<file path="src/svp_pkg.sv">
// shared types and constants for the sprite view projection block
// no dependencies
`default_nettype none
package svp_pkg;
	localparam int MaxSpritesDefault = 128;
	localparam logic [31:0] NearLimit = 32'd4194304;
	localparam logic [17:0] SevenThirds = 18'd152917;
	localparam logic [31:0] AllOnes = 32'hffffffff;

	typedef enum logic [1:0] {OP_FRAME = 2'd0, OP_THING = 2'd1, OP_WEAPON = 2'd2, OP_NONE = 2'd3} op_t;
	typedef enum logic [2:0] {
		ST_STORED = 3'd0, ST_NEAR = 3'd1, ST_SIDE = 3'd2, ST_FULL = 3'd3, ST_FRAME = 3'd4
	} status_t;
	typedef enum logic [1:0] {
		REG_POS_X = 2'd0, REG_POS_Y = 2'd1, REG_COS = 2'd2, REG_SIN = 2'd3
	} reg_idx_t;
	typedef enum logic [3:0] {
		BK_IDLE, BK_MUL1, BK_MUL2, BK_CHECK, BK_DIVX, BK_MULY, BK_DIVXS, BK_DIVYS, BK_DONE
	} bk_state_t;

	typedef struct packed {
		logic [1:0] opcode;
		logic signed [31:0] pos_a;
		logic signed [31:0] pos_b;
		logic [13:0] lump_base;
		logic [15:0] frame_word;
		logic [7:0] light_level;
	} in_item_t;

	typedef struct packed {
		logic [2:0] status;
		logic [6:0] slot;
		logic [16:0] graphic_index;
		logic signed [31:0] screen_left;
		logic [16:0] x_scale;
		logic [17:0] y_scale;
		logic [31:0] x_step;
		logic [31:0] y_step;
		logic signed [31:0] texture_mid;
		logic [7:0] shade_index;
	} out_item_t;

	// classified request handed from front to back
	typedef struct packed {
		op_t op;
		logic signed [31:0] trx;
		logic signed [31:0] try_v;
		logic signed [31:0] pos_a;
		logic signed [31:0] pos_b;
		logic [16:0] gfx;
		logic [7:0] shade;
	} job_t;
endpackage
`default_nettype wire

</file>
<file path="src/svp_front.sv">
// front: accepts requests, drops unused codes, translates by viewer position
// uses svp_pkg
`default_nettype none
module svp_front (
	input wire logic clk,
	input wire logic arst_n,
	input wire logic in_valid,
	input svp_pkg::in_item_t in_data,
	output logic in_stall,
	input wire logic signed [31:0] view_x,
	input wire logic signed [31:0] view_y,
	output logic job_valid,
	output svp_pkg::job_t job,
	input wire logic job_stall
);
	import svp_pkg::*;
	logic v_q;
	job_t job_q;
	logic take;

	assign in_stall = v_q && job_stall;
	assign take = in_valid && !in_stall;

	always_ff @(posedge clk or negedge arst_n) begin
		if (!arst_n) begin
			v_q <= 1'b0;
		end else if (take) begin
			v_q <= (op_t'(in_data.opcode) != OP_NONE);
		end else if (!job_stall) begin
			v_q <= 1'b0;
		end
	end

	// classify and precompute the cheap fields
	always_ff @(posedge clk) begin
		if (take) begin
			job_q.op <= op_t'(in_data.opcode);
			job_q.trx <= in_data.pos_a - view_x;
			job_q.try_v <= in_data.pos_b - view_y;
			job_q.pos_a <= in_data.pos_a;
			job_q.pos_b <= in_data.pos_b;
			job_q.gfx <= {3'b0, in_data.lump_base} + {1'b0, in_data.frame_word[14:0], 1'b0};
			job_q.shade <= in_data.frame_word[15] ? 8'd255 : in_data.light_level;
		end
	end

	assign job_valid = v_q;
	assign job = job_q;
endmodule
`default_nettype wire

</file>
<file path="config.mk">
export PLATFORM = sky130hd
export DESIGN_NAME = svp_front
export DESIGN_NICKNAME = d
export VERILOG_FILES = /design/src/svp_pkg.sv /design/src/svp_front.sv
export SDC_FILE = /design/constraint.sdc
export NUM_CORES = 1
export LEC_CHECK = 0
export BUFFER_PORTS_ARGS = -buffer_cell sky130_fd_sc_hd__buf_2
export CAP_MARGIN = 20
export CORE_MARGIN = 5
export CORE_UTILIZATION = 54
export DETAILED_ROUTE_END_ITERATION = 10
export PLACE_DENSITY = 0.93
export SYNTH_ARGS = -nofsm -noshare
export SYNTH_HDL_FRONTEND = slang
export SYNTH_SLANG_ARGS = --single-unit
</file>
<file path="constraint.sdc">
create_clock -name clk -period 11.8 [get_ports clk]
set_input_delay 1.18 -clock clk [delete_from_list [all_inputs] [get_ports clk]]
set_output_delay 1.18 -clock clk [all_outputs]
set_load 0.02 [all_outputs]
</file>
* Word level (Yosys, flattened, before mapping)
Index checks and enable logic that the tools add are counted.
W data, S select, Z words.
** Operators by class
- Add/sub/neg operators :: 3
- Equal/unequal tests :: 2
- Multiplexer cells :: 2
- Reductions and logical operators :: 3
** Operators by type and width (count)
- $sub A32 B32 Y32 :: 2
- $add A14 B16 Y17 :: 1
- $logic_and A1 B1 Y1 :: 2
- $mux W1 :: 2
- $ne A2 B1 Y1 const B :: 1
- $ne A2 B2 Y1 const B :: 1
- $logic_not A1 Y1 :: 1
** Word-level totals
- Register bits :: 156
- Output and inout bits :: 157

* Longest topological paths before layout
Gate-level depths: netlist (run 1).
- Word-level depth :: 4
- Gate-level depth with buffers :: 11
- Gate-level depth less buffers :: 11

* Worst setup path after synthesis (run 1)
Ideal clock, no wire load.
- Path type :: input to register
- Start point :: input job_stall
- End point :: register job_q (netlist bit job[0]) (enable)
- Library setup time :: 687 ps
- Data arrival time :: 8222 ps
- Data required time :: 11113 ps
- Path slack :: 2891 ps
- Cell stages on the path :: 2
- Path buffers :: 0
- Cell sequence :: and2_1 -> nor2b_1
** Between the ends
- Longest elaborated chain between the ends :: 3
** RTL lines
- start, declared :: line svp_front.sv:14 : input wire logic job_stall
- $logic_and A1 B1 Y1 :: line svp_front.sv:21 : assign in_stall = v_q && job_stall;
- $logic_not A1 Y1 :: line svp_front.sv:22 : assign take = in_valid && !in_stall;
- $logic_and A1 B1 Y1 :: line svp_front.sv:22
- via take :: line svp_front.sv:19 : logic take;
- end, declared :: line svp_front.sv:18 : job_t job_q;
The timed path passes the listed nets, and every way through them passes these cells.
A chain may end at the register's enable or synchronous reset.

* Worst setup path after layout (run 1)
- Start point :: input in_data[8] (netlist bit)
- End point :: register job_q (netlist bit job[23]), data pin
** Between the ends
- Longest elaborated chain between the ends :: 1
** RTL lines
- start, declared :: line svp_front.sv:8 : input svp_pkg::in_item_t in_data,
- $add A14 B16 Y17 :: line svp_front.sv:42 : job_q.gfx <= {3'b0, in_data.lump_base} + {1'b0, in_data.frame_word[14:0], 1'b0};
Every way passes these cells.

==> impl_metrics.env, run 1 <==
export IMPL_synth_distinct_cells=64
export IMPL_max_stage_delay_ns=0.60
export IMPL_num_vias=7213
export IMPL_min_period_over_period=0.294
export IMPL_multi_input_area_um2=3770
export IMPL_groute_usage_overall=0.244
export IMPL_rows=46
export IMPL_hpwl_mm=18.3
export IMPL_syn_inst=767
export IMPL_p_leak_nw=5.19
export IMPL_critPathArrivalTime_ns=3.65
export IMPL_grt_pass1_wl_mm=35.7
export IMPL_io_buffers=328
export IMPL_outcome="finished, final reports clean"
export IMPL_synth_top_area_share=0.528
export IMPL_layout_common_cells="buf_2, edfxtp_1, inv_1, ha_1, a21oi_1"
export IMPL_viasPerCell=5.41
export IMPL_yosysTopAreaCell="edfxtp_1"
export IMPL_grt_antenna_before_repair=4
export IMPL_syn_nets=1017
export IMPL_cts_buffers=17
export IMPL_ant_nets=0
export IMPL_ys_flop_type="edfxtp_1"
export IMPL_hold_violations=0
export IMPL_ys_ff_latch=156
export IMPL_hold_class="input pin to asynchronous set/reset pin"
export IMPL_synth_area_leaders="edfxtp_1, ha_1, xnor2_1"
export IMPL_finClkSkew_ns=0.00824
export IMPL_cts_hold_buf=0
export IMPL_finalNetCount=1350
export IMPL_worst_pin_slew_ns=0.915
export IMPL_critPathLaunch="in_data[8]"
export IMPL_final_area_um2=11400
export IMPL_cts_sinks=156
export IMPL_core_um2=15900
export IMPL_netlist_area_um2=8820
export IMPL_area_delta_synth_final_pct=29.3
export IMPL_crit_chain="buf_2, ha_1, fa_1, a21o_1, a21oi_1, o21a_1, o21ai_1, a2111oi_0, nor3b_1, o21ai_0, xnor2_1"
export IMPL_path_max_fanout=3
export IMPL_seqCellArea_um2=4680
export IMPL_drcViolationCount=0
export IMPL_fillerInstances=1090
export IMPL_maxSlewHeadroom=0.390
export IMPL_wl_mm=23.7
export IMPL_end_kind="register"
export IMPL_post_route_min_period_ns=3.47
export IMPL_setup_viol=0
export IMPL_grt_pass1_vias=7093
export IMPL_root_buffer="clkbuf_16"
export IMPL_fp_dieArea_um2=19000
export IMPL_layout_drive_gt1_share=0.346
export IMPL_htree_levels=4
export IMPL_p_per_area_nw_per_um2=153
export IMPL_cts_setup_buffers=0
export IMPL_die_width_um=138
export IMPL_routedWlPerCell_um=17.8
export IMPL_async_reset_ff_frac=0.00641
export IMPL_firstDrtPassIters=5
export IMPL_slew_violations=0
export IMPL_grt_max_degree=154
export IMPL_drt_iter0_drc=520
export IMPL_ctsResizeCount=0
export IMPL_clock_path_buffers=2
export IMPL_initial_core_util=0.553
export IMPL_required_ns=11.98
export IMPL_r2r_start="job_valid"
export IMPL_maxCapViolations=0
export IMPL_clk_latency_ns=0.42
export IMPL_start_kind="input pin"
export IMPL_ys_warn_count=0
export IMPL_cts_tree="built"
export IMPL_synth_edff_count=155
export IMPL_timing_fmax_mhz=288
export IMPL_place_area_um2=10700
export IMPL_grt_overflow=0
export IMPL_synth_avg_cell_area_um2=11.5
export IMPL_ys_seq_area_frac=0.531
export IMPL_slowest_stage="a2111oi_0"
export IMPL_rsz0062_at_grt="no"
export IMPL_gp_congestion=0.886
export IMPL_pin_count=329
export IMPL_r2r_cells=3
export IMPL_clk_pin_slew_ns=0.06
export IMPL_fin_util=0.715
export IMPL_peakVddDrop_uv=104
export IMPL_layout_commonest_cell="buf_2"
export IMPL_die_height_um=138
export IMPL_finalSetupTns_ns=0
export IMPL_criticalPathCategory="input pin to register"
final timing paths:
check / to / slack [ns]
min reg2reg: job_valid / 0.70
max reg2reg: job[139] / 9.91
min in group clk: job_valid / 0.70
max: job[23] / 8.33
min: job_valid / 0.51
max in group asynchronous: job_valid / 11.20
cell usage after synthesis, drive strengths merged, types with 6 or more instances:
| cell | number |
|---|---|
| a21oi | 65 |
| or2 | 10 |
| nand2b | 11 |
| clkbuf | 14 |
| nand4 | 13 |
| nor2b | 9 |
| a21o | 24 |
| o21a | 13 |
| xnor2 | 49 |
| nand3 | 13 |
| a211oi | 6 |
| o21ai | 40 |
| nand2 | 44 |
| ha | 75 |
| nor3 | 7 |
| nor2 | 38 |
| inv | 85 |
| xor2 | 18 |
| edfxtp | 155 |
layout make-up:
type	count	area share
Sequential cell	156	0.410
Clock buffer	18	0.0376
Multi-Input combinational cell	511	0.330
Antenna cell	4	0.000878
Inverter	85	0.0280
Clock inverter	14	0.0232
Timing Repair Buffer	329	0.146
Tap cell	216	0.0237
per-layer routing:
metal  part of all wire  global-route usage  wire length [um]  vias up
met1               0.38               0.281              8910     3379
met4              0.032               0.110               769        0
met3              0.071              0.0573              1690       60
li1                   -                   -                 -     3481
met5                  0                   0                 0        -
met2               0.52               0.432             12400      293
report_power, final:
part	total (mW)	switching, mW	internal (mW)	leakage [nW]
combinational	0.399	0.247	0.153	3.38
sequential	0.693	0.0121	0.681	1.49
clock	0.647	0.227	0.419	0.329
total	1.74	0.486	1.25	5.19
stage by stage:
| step | hold WS, ns | power, mW | instances | setup WS (ns) |
|---|---|---|---|---|
| after global routing | 0.506 | 1.81 | 1333 | 8.14 |
| final | 0.514 | 1.74 | 1333 | 8.33 |
| after floorplan | 0.869 | 0.973 | 767 | 2.89 |
| after CTS | 0.505 | 1.74 | 1329 | 8.34 |
| after detailed placement | 0.667 | 1.10 | 1297 | 7.88 |
| after global placement | 0.674 | 1.08 | 1297 | 8.02 |
logic make-up after synthesis:
kind of cell | synth area share
compound gates | 0.151
buf+inv | 0.0427
fa+ha+maj | 0.113
xor+xnor | 0.0666
simple gates | 0.0961
flops | 0.531
registers in the layout (all words and copies together), names as in the netlist:
register,flops
job_valid,1
job,155
worst max-delay path, delay by kind of cell:
kind / cells / cell delay, ns
compound gates: 6 / 1.51
simple gates: 1 / 0.12
buf+inv: 1 / 0.10
fa+ha+maj: 2 / 0.63
xor+xnor: 1 / 0.10
No activity file was read; power rests on OpenSTA's default activity.
==> run 2, diff against run 1 <==
CORE_UTILIZATION = 50   (was 54)
PLACE_DENSITY = 0.87   (was 0.93)
clock period = 3.2 ns   (was 11.8 ns; I/O delays follow)
==> run 2 against run 1 <==
Effect of this change:
- global-route usage decreased by 2.3 points
- total power increased to 3.5 times the previous value
- count of clock-buffer cells in the layout increased by 2
- clock skew increased by 0.0027 ns
- flip-flop and latch count unchanged
- sequential power increased to 3.7 times the previous value
- critical path depth unchanged
- worst setup slack got worse by 7.8 ns
- routed wire length decreased by 2.2%
- hold slack got worse by 0.44 ns
- cell count increased by 0.60%
- design area decreased by 0.53%
- largest cell class unchanged
==> impl_metrics.env, run 2 (synthesis gave the netlist of run 1 again) <==
export IMPL_outcome="finished, final reports clean"
export IMPL_fp_dieArea_um2=20400
export IMPL_slew_violations=0
export IMPL_setup_viol=0
export IMPL_hold_class="input pin to register"
export IMPL_multi_input_area_um2=3770
export IMPL_drt_iter0_drc=321
export IMPL_start_kind="input pin"
export IMPL_r2r_start="job_valid"
export IMPL_maxCapViolations=0
export IMPL_fin_cells=1341
export IMPL_layout_common_cells="buf_2, edfxtp_1, inv_1, ha_1, a21oi_1"
export IMPL_cts_hold_buf=1
export IMPL_grt_overflow=0
export IMPL_firstDrtPassIters=5
export IMPL_largest_reg_flops=155
export IMPL_rsz0062_at_grt="no"
export IMPL_finClkSkew_ns=0.0109
export IMPL_grt_pass1_wl_mm=35.7
export IMPL_layout_drive_gt1_share=0.349
export IMPL_clk_pin_slew_ns=0.07
export IMPL_groute_usage_overall=0.222
export IMPL_hpwl_mm=18.2
export IMPL_criticalPathCategory="input pin to register"
export IMPL_rows=48
export IMPL_finalNetCount=1352
export IMPL_drcViolationCount=0
export IMPL_htree_levels=4
export IMPL_die_width_um=143
export IMPL_ctsResizeCount=0
export IMPL_place_area_um2=10700
export IMPL_gp_congestion=0.868
export IMPL_io_buffers=328
export IMPL_final_area_um2=11300
export IMPL_cts_tree="built"
export IMPL_layout_commonest_cell="buf_2"
export IMPL_critPathArrivalTime_ns=2.84
export IMPL_cts_setup_buffers=0
export IMPL_p_leak_nw=5.16
export IMPL_cts_buffers=17
export IMPL_min_to="job[57]"
export IMPL_core_um2=17300
export IMPL_timing_fmax_mhz=376
export IMPL_clk_latency_ns=0.42
export IMPL_worstReg2RegEnd="job[149]"
export IMPL_viasPerCell=5.36
export IMPL_path_max_fanout=3
export IMPL_end_kind="register"
export IMPL_p_per_area_nw_per_um2=535
export IMPL_fillerInstances=1313
export IMPL_pin_count=329
export IMPL_holdPathStages=1
export IMPL_maxSlewHeadroom=0.524
export IMPL_peakVddDrop_uv=386
export IMPL_grt_max_degree=92
export IMPL_num_vias=7183
export IMPL_required_ns=3.38
export IMPL_rrSetupSlack_ns=1.63
export IMPL_r2r_cells=3
export IMPL_die_height_um=143
export IMPL_min_delay_start="in_data[70]"
export IMPL_worst_pin_slew_ns=0.696
export IMPL_ant_nets=0
export IMPL_grt_pass1_vias=7090
export IMPL_min_period_over_period=0.830
export IMPL_clock_path_buffers=2
export IMPL_cts_sinks=156
export IMPL_grt_antenna_before_repair=1
export IMPL_routedWlPerCell_um=17.3
export IMPL_hold_violations=0
export IMPL_wl_mm=23.2
export IMPL_post_route_min_period_ns=2.66
export IMPL_dp_cells=1307
export IMPL_seqCellArea_um2=4680
export IMPL_root_buffer="clkbuf_16"
export IMPL_area_delta_synth_final_pct=28.6
export IMPL_initial_core_util=0.510
## run 2: cell count changes in the layout (fill, tap and decap cells not counted), moves of 2 or more
cell / before / now
diode_2: 4 / 1
clkinvlp_4: 2 / 4
bufinv_16: 7 / 2
clkbuf_8: 0 / 2
## run 2: report_power, final
part	leakage, nW	switching [mW]	internal (mW)	total, mW
clock network	0.279	0.842	1.20	2.04
logic	3.39	0.903	0.569	1.47
registers	1.49	0.0434	2.51	2.55
total	5.16	1.79	4.27	6.06
## run 2: worst max-delay path: stages
cell	delay, ns
buf_2	0.10
ha_1	0.22
fa_1	0.40
a21o_1	0.19
a21oi_1	0.26
o21a_1	0.18
o21ai_1	0.09
a2111oi_0	0.65
nor3b_1	0.11
o21ai_0	0.23
xnor2_1	0.08
## run 2: per-stage QoR
step	setup TNS (ns)	total power [mW]	hold WS, ns	utilization	worst slack (ns)
after floorplan	-23.04	3.57	0.0244	-	-0.149
after global placement	0	4.01	0.0958	0.621	0.256
after detailed placement	0	4.05	0.0976	0.621	0.179
after CTS	0	6.09	0.0632	0.656	0.621
after global routing	0	6.34	0.0589	0.656	0.252
final	0	6.06	0.0784	0.656	0.543
## run 2: how the worst max path moves through the flow
stage / from / to / slack (ns) / cells after the start
CTS: in_data[8] / job[23] / 0.62 / 11
finish: in_data[8] / job[23] / 0.54 / 11
global route: in_data[8] / job[23] / 0.25 / 11
global placement: in_data[8] / job[23] / 0.26 / 11
detailed placement: in_data[8] / job[23] / 0.18 / 11
floorplan: job_valid / job[0] / -0.15 / 2
## run 2: per-layer routing
layer	wire, um	GRT usage
met4	578	0.0790
met1	8810	0.263
met3	1780	0.0563
met2	12000	0.391
met5	0	0
## run 2: final cells by class
cell class,instances,area share
multi-input cells,511,0.332
repair buffers,331,0.149
well taps,225,0.0248
diodes,1,0.000221
clock buffers,20,0.0403
inverters,85,0.0281
flip-flops and latches,156,0.413
clock inverters,12,0.0122
