## src/svp_pkg.sv

```systemverilog
// shared types and constants for the sprite view projection block
// no dependencies
`default_nettype none
package svp_pkg;
	localparam int MaxSpritesDefault = 128;
	localparam logic [31:0] NearLimit = 32'd4194304;
	localparam logic [17:0] SevenThirds = 18'd152917;
	localparam logic [31:0] AllOnes = 32'hffffffff;

	typedef enum logic [1:0] {OP_FRAME = 2'd0, OP_THING = 2'd1, OP_WEAPON = 2'd2, OP_NONE = 2'd3} op_t;
	typedef enum logic [2:0] {
		ST_STORED = 3'd0, ST_NEAR = 3'd1, ST_SIDE = 3'd2, ST_FULL = 3'd3, ST_FRAME = 3'd4
	} status_t;
	typedef enum logic [1:0] {
		REG_POS_X = 2'd0, REG_POS_Y = 2'd1, REG_COS = 2'd2, REG_SIN = 2'd3
	} reg_idx_t;
	typedef enum logic [3:0] {
		BK_IDLE, BK_MUL1, BK_MUL2, BK_CHECK, BK_DIVX, BK_MULY, BK_DIVXS, BK_DIVYS, BK_DONE
	} bk_state_t;

	typedef struct packed {
		logic [1:0] opcode;
		logic signed [31:0] pos_a;
		logic signed [31:0] pos_b;
		logic [13:0] lump_base;
		logic [15:0] frame_word;
		logic [7:0] light_level;
	} in_item_t;

	typedef struct packed {
		logic [2:0] status;
		logic [6:0] slot;
		logic [16:0] graphic_index;
		logic signed [31:0] screen_left;
		logic [16:0] x_scale;
		logic [17:0] y_scale;
		logic [31:0] x_step;
		logic [31:0] y_step;
		logic signed [31:0] texture_mid;
		logic [7:0] shade_index;
	} out_item_t;

	// classified request handed from front to back
	typedef struct packed {
		op_t op;
		logic signed [31:0] trx;
		logic signed [31:0] try_v;
		logic signed [31:0] pos_a;
		logic signed [31:0] pos_b;
		logic [16:0] gfx;
		logic [7:0] shade;
	} job_t;
endpackage
`default_nettype wire

```

## src/svp_fifo.sv

```systemverilog
// two-entry request queue between front and back
// uses svp_pkg
`default_nettype none
module svp_fifo (
	input wire logic clk,
	input wire logic arst_n,
	input wire logic wr_valid,
	input svp_pkg::job_t wr_data,
	output logic wr_stall,
	output logic rd_valid,
	output svp_pkg::job_t rd_data,
	input wire logic rd_take
);
	import svp_pkg::*;
	job_t mem_q [2];
	logic wp_q, rp_q;
	logic [1:0] cnt_q;
	logic wr, rd;

	assign wr_stall = (cnt_q == 2'd2);
	assign wr = wr_valid && !wr_stall;
	assign rd_valid = (cnt_q != 2'd0);
	assign rd = rd_take && rd_valid;
	assign rd_data = mem_q[rp_q];

	always_ff @(posedge clk or negedge arst_n) begin
		if (!arst_n) begin
			wp_q <= 1'b0;
			rp_q <= 1'b0;
			cnt_q <= '0;
		end else begin
			if (wr) wp_q <= !wp_q;
			if (rd) rp_q <= !rp_q;
			cnt_q <= cnt_q + {1'b0, wr} - {1'b0, rd};
		end
	end

	always_ff @(posedge clk) begin
		if (wr) mem_q[wp_q] <= wr_data;
	end
endmodule
`default_nettype wire

```

## config.mk

```make
export PLATFORM = sky130hd
export DESIGN_NAME = svp_fifo
export DESIGN_NICKNAME = d
export VERILOG_FILES = /design/src/svp_pkg.sv /design/src/svp_fifo.sv
export SDC_FILE = /design/constraint.sdc
export NUM_CORES = 1
export LEC_CHECK = 0
export BUFFER_PORTS_ARGS = -buffer_cell sky130_fd_sc_hd__buf_2
export CORE_MARGIN = 8
export CORE_UTILIZATION = 35
export CTS_BUF_LIST = sky130_fd_sc_hd__clkbuf_4 sky130_fd_sc_hd__clkbuf_8
export DETAILED_ROUTE_END_ITERATION = 8
export GPL_ROUTABILITY_DRIVEN = 1
export SYNTH_ARGS = -nofsm -noshare
export SYNTH_HDL_FRONTEND = slang
export SYNTH_SLANG_ARGS = --single-unit
export TNS_END_PERCENT = 100
```

## constraint.sdc

```tcl
create_clock -name clk -period 17.13 [get_ports clk]
set_input_delay 2.5695 -clock clk [delete_from_list [all_inputs] [get_ports clk]]
set_output_delay 2.5695 -clock clk [all_outputs]
set_load 0.02 [all_outputs]
```

Yosys cells after proc, flatten, opt, wreduce, memory -nomap -nowiden
Memories as Yosys holds them, arrays and structs flattened. Index checks and enable logic that the tools add are counted.

Add/sub/neg operators: 2. Multiply operators: 0. Divide/modulo/power cells: 0. $lt $le $gt $ge: 0. Equal/unequal tests: 1. Shift-type cells: 0. Mux-type cells: 2. Bitwise operators: 0. Reduce and logical (&&, ||, !) cells: 6.

Operators with widths (count): $logic_not 1->1 (3); $add 2x1->2 (1); $eq 2x2->1 const B (1); $logic_and 1x1->1 (2); $mux 1 (2); $reduce_bool 2->1 (1); $sub 2x1->2 (1).

Register bits: 4. Latch bits: 0. Memory bits (writable): 310. Bits in read-only memories: 0. Output and inout port bits: 157. Logic and storage cells: 15. Memories kept: 1.

Memories: mem_q (words 2, bits a word 155, rd ports 1, clocked after memory_dff 0, wr ports 1, line svp_fifo.sv:15) `job_t mem_q [2];`.

Logic depth before layout (Yosys ltp)
Gate-level depths: netlist of run 1.

Depth after elaboration: 5. Mapped depth: 7. Depth with buffers taken out: 7.

Worst setup path before layout of run 1
OpenSTA, ideal clock, no wires.

Kind: input to register. Start: input port wr_valid. End: memory mem_q[0][0] in the netlist's numbering, enable pin. Arrival time: 9.096 ns. Data required time: 16.458 ns. Slack: 7.362 ns. Cell stages on the path: 2. Buffers on the path: 0. Cell sequence: nand2_1 -> nor2_1.

Word-level cells in the longest chain between the ends: 3.

RTL lines: start: declaration (line svp_fifo.sv:7) `input wire logic wr_valid,`; $logic_and 1x1->1 (line svp_fifo.sv:21) `assign wr = wr_valid && !wr_stall;`; $mux 1 (line svp_fifo.sv:39) `if (wr) mem_q[wp_q] <= wr_data;`; $mux 1 (not written as such) (line svp_fifo.sv:39); end: declaration (line svp_fifo.sv:15).

No other way between the ends.

==> flow_metrics.tcl, run 1 <==
set metrics [dict create \
    status "complete, no violations" \
    dieWidth_microns 197 \
    peakVddDrop_mv 0.108 \
    max_freq_ghz 0.189 \
    rsz0062_at_grt "false" \
    cts_setup_buffers 0 \
    r2r-start "cnt_q[1]" \
    p_sw_uw 850 \
    synth_cell_types 15 \
    track_usage 0.121 \
    min_to "cnt_q[0]" \
    regArea_sq_um 9410 \
    cts_sinks 314 \
    setup_slack_ns 11.85 \
    crit_required_ns 14.56 \
    cellPowerDensity_nw_per_um2 177 \
    cp_cell_sequence "buf_4, mux2_2, buf_2" \
    wl_microns 24900 \
    cp-start-kind "register" \
    crit_family "buffers and inverters" \
    fillerInstances 2946 \
    dieArea_sq_um 38700 \
    area_delta_synth_final_pct 26.3 \
    internal_power_mw 1.71 \
    cts_max_path_buffers 3 \
    cts_tree "built" \
    pwr-share-seq 0.427 \
    first_global_vias 6260 \
    synth_seq_area_share 0.822 \
    tns_ns 0 \
    utilization 0.447 \
    maxCapViolations 0 \
    grt_pass1_wl_microns 36300 \
    gp_congestion 0.719 \
    dp.cells 1246 \
    relSlewSlack 0.311 \
    ant_nets 0 \
    fin_crit_sh 0.308 \
    synth_nets 661 \
    global_route.overflow_total 0 \
    cts.clk_slew.worst_paths_ns 0.06 \
    hp-class "register to register" \
    drc_errors 0 \
    rr_worst_depth 4 \
    avgRoutedWirePerCell_microns 18.6 \
    yosysTopAreaCellShare 0.814 \
    holdBufCountCts 0 \
    via_count 5925 \
    synth_seq_cells 314 \
    pwr-share-comb 0.328 \
    io_buffers 315 \
    clock_latency_ns 0.57 \
    final_hold_viol_count 0 \
    async_flop_share 0.0127 \
    layout.nets 1018 \
    die_h_microns 197 \
    synth_area_leaders "edfxtp_1 81%, mux2_2 15%, buf_6 1.6%, dfrtp_1 0.87%, xnor2_1 0.23%" \
    syn_avg_cell_area_sq_um 22.9 \
    synth_edf_count 310 \
    slowest_delay_ns 0.81 \
    drt_iter0_drc 215 \
    hold_slack_ns 0.530 \
    cts-buffers-inserted 51 \
    cts_resized 0 \
    critical_path_class "register to primary output" \
    crit_path_top_delay_cell "buf_4" \
    hold_path_depth 1 \
    yosys_warnings 0 \
    critPathBufInv 2 \
    cp_max_fo 72 \
    firstDrtPassIters 4 \
    synthFlopType "edfxtp_1" \
    placed_area_sq_um 13400 \
    grt_max_degree 73 \
    min_from "cnt_q[0]" \
    syn-cell-area_sq_um 11400 \
    placementRows 66 \
    setup-violations-final 0 \
    cp.arrival_ns 2.71 \
    dp_hpwl_microns 16300 \
    clock_skew_ns 0.0160 \
    cts-root-buf "clkbuf_8" \
    sw_frac_of_total 0.332 \
    cp-end-kind "primary output" \
    ctsHtreeMaxLevel 2 \
    finalPower_mw 2.56 \
    pre_cts_ws_ns 12.40 \
    yosysTopAreaCell "edfxtp_1" \
    vias_per_cell 4.42 \
    drive_above_1_share 0.631 \
    ioPinCount 316 \
    drv_slew 0 \
    antenna_found_initial 4 \
    multi_input_area_sq_um 1850 \
    max_slew.worst_pin.slew_ns 1.03 \
    fin_cells 1339 \
    coreArea_sq_um 32400 \
    fin_area_sq_um 14500 \
    postSynthCellCount 500 \
    pwr-share-clk 0.245 \
    post-route-min-period_ns 5.28 \
    r2r-end "mem_q[0][10]" \
    p_leak_nw 5.38 \
    rrSetupSlack_ns 14.52 \
    initial_core_util 0.353 \
]
==> power by group through the flow <==
| stage | Combinational [mW] | Sequential, mW | Clock (mW) |
|---|---|---|---|
| after global routing | 0.898 | 1.11 | 0.685 |
| final | 0.840 | 1.09 | 0.629 |
| after CTS | 0.862 | 1.10 | 0.656 |
| after global placement | 0.860 | 1.10 | 0 |
| after detailed placement | 0.858 | 1.11 | 0 |
| after floorplan | 0.608 | 1.13 | 0 |
==> cell usage after synthesis (2+ instances only) <==
library cell	n
buf_6	16
dfrtp_1	4
edfxtp_1	310
ha_1	2
inv_1	2
mux2_2	155
xnor2_1	3
==> area by class of cell <==
cell class                 instances  area share
antenna                            2    0.000346
clock buffer                      75      0.0619
clock inverter                    16     0.00736
inverter                           2    0.000519
multi-input combinational        167       0.128
sequential                       314       0.651
tap                              442      0.0383
timing repair buffer             321       0.112
==> placed cells by master (no fill, tap or decap) <==
cell type and instances:
ha_1 2, diode_2 2, dfrtp_4 1, clkinv_1 7, clkinv_2 4, and3_4 1, xnor2_1 3, clkbuf_4 22
buf_4 6, xor2_1 1, clkbuf_8 53, clkinvlp_4 4, or2b_1 1, edfxtp_1 310, nor2_4 1, buf_2 315
or2_2 1, nand2_1 1, and2_2 1, mux2_2 155, bufinv_16 1, inv_1 2, dfrtp_1 3
==> routing by layer <==
layer  wire length (microns)  global-route usage
met1                    9910               0.139
met3                    2180              0.0501
met4                     556              0.0435
met2                   12200               0.201
met5                      22                   0
==> cells by family (layout without fill, tap and decap cells) <==
logic type / after synthesis / count (layout) / synth area share
xor+xnor: 4 / 4 / 0.00306
buf+inv: 19 / 414 / 0.0168
mux: 155 / 155 / 0.153
flops: 314 / 314 / 0.822
other cells: 0 / 2 / 0
simple gates: 6 / 6 / 0.00306
fa+ha+maj: 2 / 2 / 0.00219
==> worst max path at each step <==
stage	start	endpoint	cells past startpoint
finish	rp_q	rd_data[144]	3
floorplan	wr_valid	mem_q[0][0]	2
detailed placement	rp_q	rd_data[144]	3
CTS	rp_q	rd_data[144]	3
global placement	rp_q	rd_data[144]	3
global route	rp_q	rd_data[144]	3
==> sequential cells by signal, indices dropped and copies added (netlist names) <==
signal	count
wp_q	1
cnt_q	2
mem_q	310
rp_q	1
No activity file was read; power rests on OpenSTA's default activity.
==> run 2: changes to the inputs <==
clock period = 4.96 ns   (was 17.13 ns; I/O delays follow)
==> flow_metrics.tcl, run 2 (synthesis gave the netlist of run 1 again) <==
set metrics [dict create \
    via_count 5917 \
    placed_area_sq_um 13500 \
    cts-root-buf "clkbuf_8" \
    dieWidth_microns 197 \
    drive_above_1_share 0.626 \
    critical_path_class "register to primary output" \
    first_global_vias 6470 \
    dp_hpwl_microns 16700 \
    avgRoutedWirePerCell_microns 18.7 \
    placementRows 66 \
    rrSetupSlack_ns 2.54 \
    io_buffers 315 \
    crit_required_ns 4.22 \
    relSlewSlack 0.354 \
    cts_max_path_buffers 3 \
    firstDrtPassIters 4 \
    area_delta_synth_final_pct 26.8 \
    vias_per_cell 4.39 \
    top_register "mem_q" \
    grt_max_degree 83 \
    rsz0062_at_grt "false" \
    final_common_cell "buf_2" \
    cp_cell_sequence "buf_4, mux2_2, buf_2" \
    cts_tree "built" \
    ioPinCount 316 \
    slowest_delay_ns 0.77 \
    hp-class "input port to register" \
    most-common-layout-cells "315 x buf_2, 310 x edfxtp_1, 155 x mux2_2" \
    cts.clk_slew.worst_paths_ns 0.06 \
    clock_skew_ns 0.0130 \
    cp_max_fo 39 \
    cts-buffers-inserted 53 \
    cp-start-kind "register" \
    largest_register_ff_count 310 \
    max_freq_ghz 0.306 \
    track_usage 0.124 \
    tns_ns 0 \
    fillerInstances 2939 \
    grt_pass1_wl_microns 36900 \
    final_hold_viol_count 0 \
    cellPowerDensity_nw_per_um2 609 \
    cp-end-kind "primary output" \
    initial_core_util 0.353 \
    status "complete, no violations" \
    p_leak_nw 5.40 \
    pre_cts_ws_ns 2.25 \
    drt_iter0_drc 170 \
    coreArea_sq_um 32400 \
    drc_errors 0 \
    drv_slew 0 \
    wl_microns 25100 \
    layout.nets 1021 \
    antenna_found_initial 7 \
    die_h_microns 197 \
    cp.arrival_ns 2.52 \
    global_route.overflow_total 0 \
    gp_congestion 0.707 \
    setup-violations-final 0 \
    dp.cells 1246 \
    dieArea_sq_um 38700 \
    reg.largest.list "mem_q: 310 flops, cnt_q: 2 flops" \
    clock_latency_ns 0.60 \
    peakVddDrop_mv 0.299 \
    ant_nets 0 \
    ctsHtreeMaxLevel 2 \
    rr_worst_depth 4 \
    r2r-end "mem_q[0][88]" \
    crit_path_end "rd_data[44]" \
    post-route-min-period_ns 3.27 \
    fin_area_sq_um 14500 \
    cts_sinks 314 \
    setup_slack_ns 1.69 \
    cts_resized 0 \
    fin_crit_sh 0.659 \
    r2r-start "cnt_q[1]" \
    crit_path_top_delay_cell "dfrtp_4" \
    crit_start "rp_q" \
    fin_cells 1347 \
    max_slew.worst_pin.slew_ns 0.966 \
    maxCapViolations 0 \
]
## run 2: changes by cell type in the layout (fill, tap and decap cells not counted), sizes merged
cell / change
clkbuf: +1
clkinv: +3
dlygate4sd3: +1
clkinvlp: -2
bufinv: -1
diode: +4
inv: +2
## run 2: final cells by class
class	instances	area, sq um	area share
Sequential cell	314	9410	0.649
Multi-Input combinational cell	167	1850	0.128
Timing Repair Buffer	322	1680	0.116
Clock buffer	76	902	0.0622
Tap cell	442	553	0.0381
Clock inverter	18	87.6	0.00603
Antenna cell	6	15.0	0.00103
Inverter	2	7.51	0.000517
## run 2: per-stage QoR
step,utilization,hold slack [ns],power (mW)
after floorplan,-,0.448,5.94
after global placement,0.417,0.504,6.80
after detailed placement,0.417,0.513,6.83
after CTS,0.448,0.247,9.03
after global routing,0.448,0.257,9.29
final,0.448,0.328,8.83
## run 2: worst min path at each step
stage	startpoint	end	slack (ns)	cells after the start
floorplan	arst_n	cnt_q[0]	0.45	0
global placement	cnt_q[0]	cnt_q[0]	0.50	1
detailed placement	cnt_q[0]	cnt_q[0]	0.51	1
CTS	wr_data[20]	mem_q[1][20]	0.25	1
global route	wr_data[20]	mem_q[1][20]	0.26	1
finish	wr_data[85]	mem_q[0][85]	0.33	1
## run 2: power breakdown
group	total (mW)	leakage [nW]	switching (mW)	internal (mW)
combinational	2.89	1.95	1.78	1.10
sequential	3.81	2.92	0.179	3.63
clock	2.14	0.523	0.973	1.16
total	8.83	5.40	2.94	5.90
## run 2: what timing repair did
| action | in CTS | in global routing |
|---|---|---|
| setup buffers | 0 | 0 |
| hold buffers | 1 | 0 |
| endpoints found under the hold margin | 4 | 0 |
## run 2: critical path, delay by kind of cell (launching register included)
family   cells  cell delay, ns
buf+inv      2            0.70
flops        1            0.77
mux          1            0.41
## run 2: layer usage
metal  part of all wire  GRT usage  vias up
li1                   -          -     2733
met1               0.39      0.136     2909
met2               0.49      0.204      222
met3              0.098     0.0645       49
met4              0.024     0.0482        4
met5             0.0012          0        -
==> run 3: changes to the inputs <==
clock period = 3.1 ns   (was 4.96 ns; I/O delays follow)
==> flow_metrics.tcl, run 3 (synthesis gave the netlist of run 1 again) <==
set metrics [dict create \
    setup_slack_ns 0.335 \
    cp-end-kind "primary output" \
    dp_hpwl_microns 17200 \
    max_freq_ghz 0.362 \
    drc_errors 0 \
    final_common_cell "buf_2" \
    dieArea_sq_um 38700 \
    fin_cells 1345 \
    vias_per_cell 4.38 \
    cp_max_fo 74 \
    hold_slack_ns 0.0667 \
    most-common-layout-cells "315 x buf_2, 310 x edfxtp_1, 155 x mux2_2" \
    first_global_vias 6506 \
    internal_power_mw 9.55 \
    cp.arrival_ns 2.30 \
    initial_core_util 0.353 \
    cts_resized 0 \
    grt_pass1_wl_microns 37800 \
    wl_microns 25300 \
    pwr-share-clk 0.238 \
    rsz0062_at_grt "false" \
    layout.nets 1029 \
    die_h_microns 197 \
    ant_nets 0 \
    pwr-share-comb 0.337 \
    firstDrtPassIters 4 \
    final_hold_viol_count 0 \
    dieWidth_microns 197 \
    cellPowerDensity_nw_per_um2 974 \
    hp-class "input port to register" \
    holdBufCountCts 1 \
    setup-violations-final 0 \
    cts_tree "built" \
    grt_max_degree 75 \
    pwr-share-seq 0.425 \
    dp.cells 1255 \
    drive_above_1_share 0.629 \
    rr_worst_depth 4 \
    p_leak_nw 5.45 \
    drv_slew 0 \
    hold_path_depth 1 \
    cts-root-buf "clkbuf_8" \
    peakVddDrop_mv 0.490 \
    avgRoutedWirePerCell_microns 18.8 \
    relSlewSlack 0.626 \
    antenna_found_initial 4 \
    global_route.overflow_total 0 \
    fillerInstances 2897 \
    cts-buffers-inserted 52 \
    cts_setup_buffers 0 \
    maxCapViolations 0 \
    cts.clk_slew.worst_paths_ns 0.06 \
    sw_frac_of_total 0.329 \
    track_usage 0.126 \
    pre_cts_ws_ns 0.915 \
    reg.largest.list "mem_q: 310 flops, cnt_q: 2 flops" \
    area_delta_synth_final_pct 27.7 \
    cts_sinks 314 \
    ctsHtreeMaxLevel 2 \
    clock_latency_ns 0.59 \
    critical_path_class "register to primary output" \
    via_count 5895 \
    placementRows 66 \
    fin_area_sq_um 14600 \
    post-route-min-period_ns 2.76 \
    finalPower_mw 14.2 \
    status "complete, no violations" \
    placed_area_sq_um 13600 \
    ioPinCount 316 \
    drt_iter0_drc 207 \
    io_buffers 315 \
    largest_register_ff_count 310 \
    p_sw_mw 4.69 \
    clock_skew_ns 0.0219 \
    max_slew.worst_pin.slew_ns 0.560 \
    cp-start-kind "register" \
    gp_congestion 0.693 \
    crit_required_ns 2.63 \
    fin_crit_sh 0.892 \
    top_register "mem_q" \
    cts_max_path_buffers 3 \
    coreArea_sq_um 32400 \
]
==> run 3: power groups by stage <==
stage	sequential (mW)	clock (mW)	combinational, mW
CTS	6.07	3.52	4.95
floorplan	6.09	0	3.37
global route	6.14	3.69	5.15
detailed placement	6.15	0	4.93
finish	6.05	3.39	4.80
global placement	6.11	0	4.93
==> run 3: worst paths after layout <==
kind | start | endpoint | slack, ns
worst max-delay path | rp_q | rd_data[44] | 0.34
worst min-delay path | wr_data[31] | mem_q[0][31] | 0.07
worst max register to register | cnt_q[1] | mem_q[0][0] | 1.20
worst min register to register | cnt_q[0] | cnt_q[0] | 0.53
max in group asynchronous | arst_n | rp_q | 2.66
min in group asynchronous | arst_n | wp_q | 0.29
==> run 3: final cells by class <==
type / count / area [sq um] / area share
repair buffers: 331 / 1810 / 0.124
clock buffers: 72 / 872 / 0.0597
diodes: 1 / 2.50 / 0.000171
multi-input cells: 167 / 1860 / 0.127
well taps: 442 / 553 / 0.0379
flip-flops and latches: 314 / 9410 / 0.644
clock inverters: 16 / 95.1 / 0.00651
inverters: 2 / 7.51 / 0.000514
==> run 3: per-stage QoR <==
step | utilization | TNS, ns
floorplan | - | -43.05
global placement | 0.421 | 0
detailed placement | 0.421 | 0
CTS | 0.451 | 0
global route | 0.451 | 0
finish | 0.451 | 0
==> run 3: routing by layer <==
metal	GRT usage	vias to the layer above	wire, microns
li1	-	2742	-
met1	0.142	2873	10100
met2	0.208	216	12100
met3	0.0600	58	2420
met4	0.0460	6	639
met5	0	-	35
==> run 3: worst max-delay path, stage by stage, from the launching register on <==
cell     delay, ns
dfrtp_4       0.66
buf_12        0.35
mux2_2        0.40
buf_2         0.16
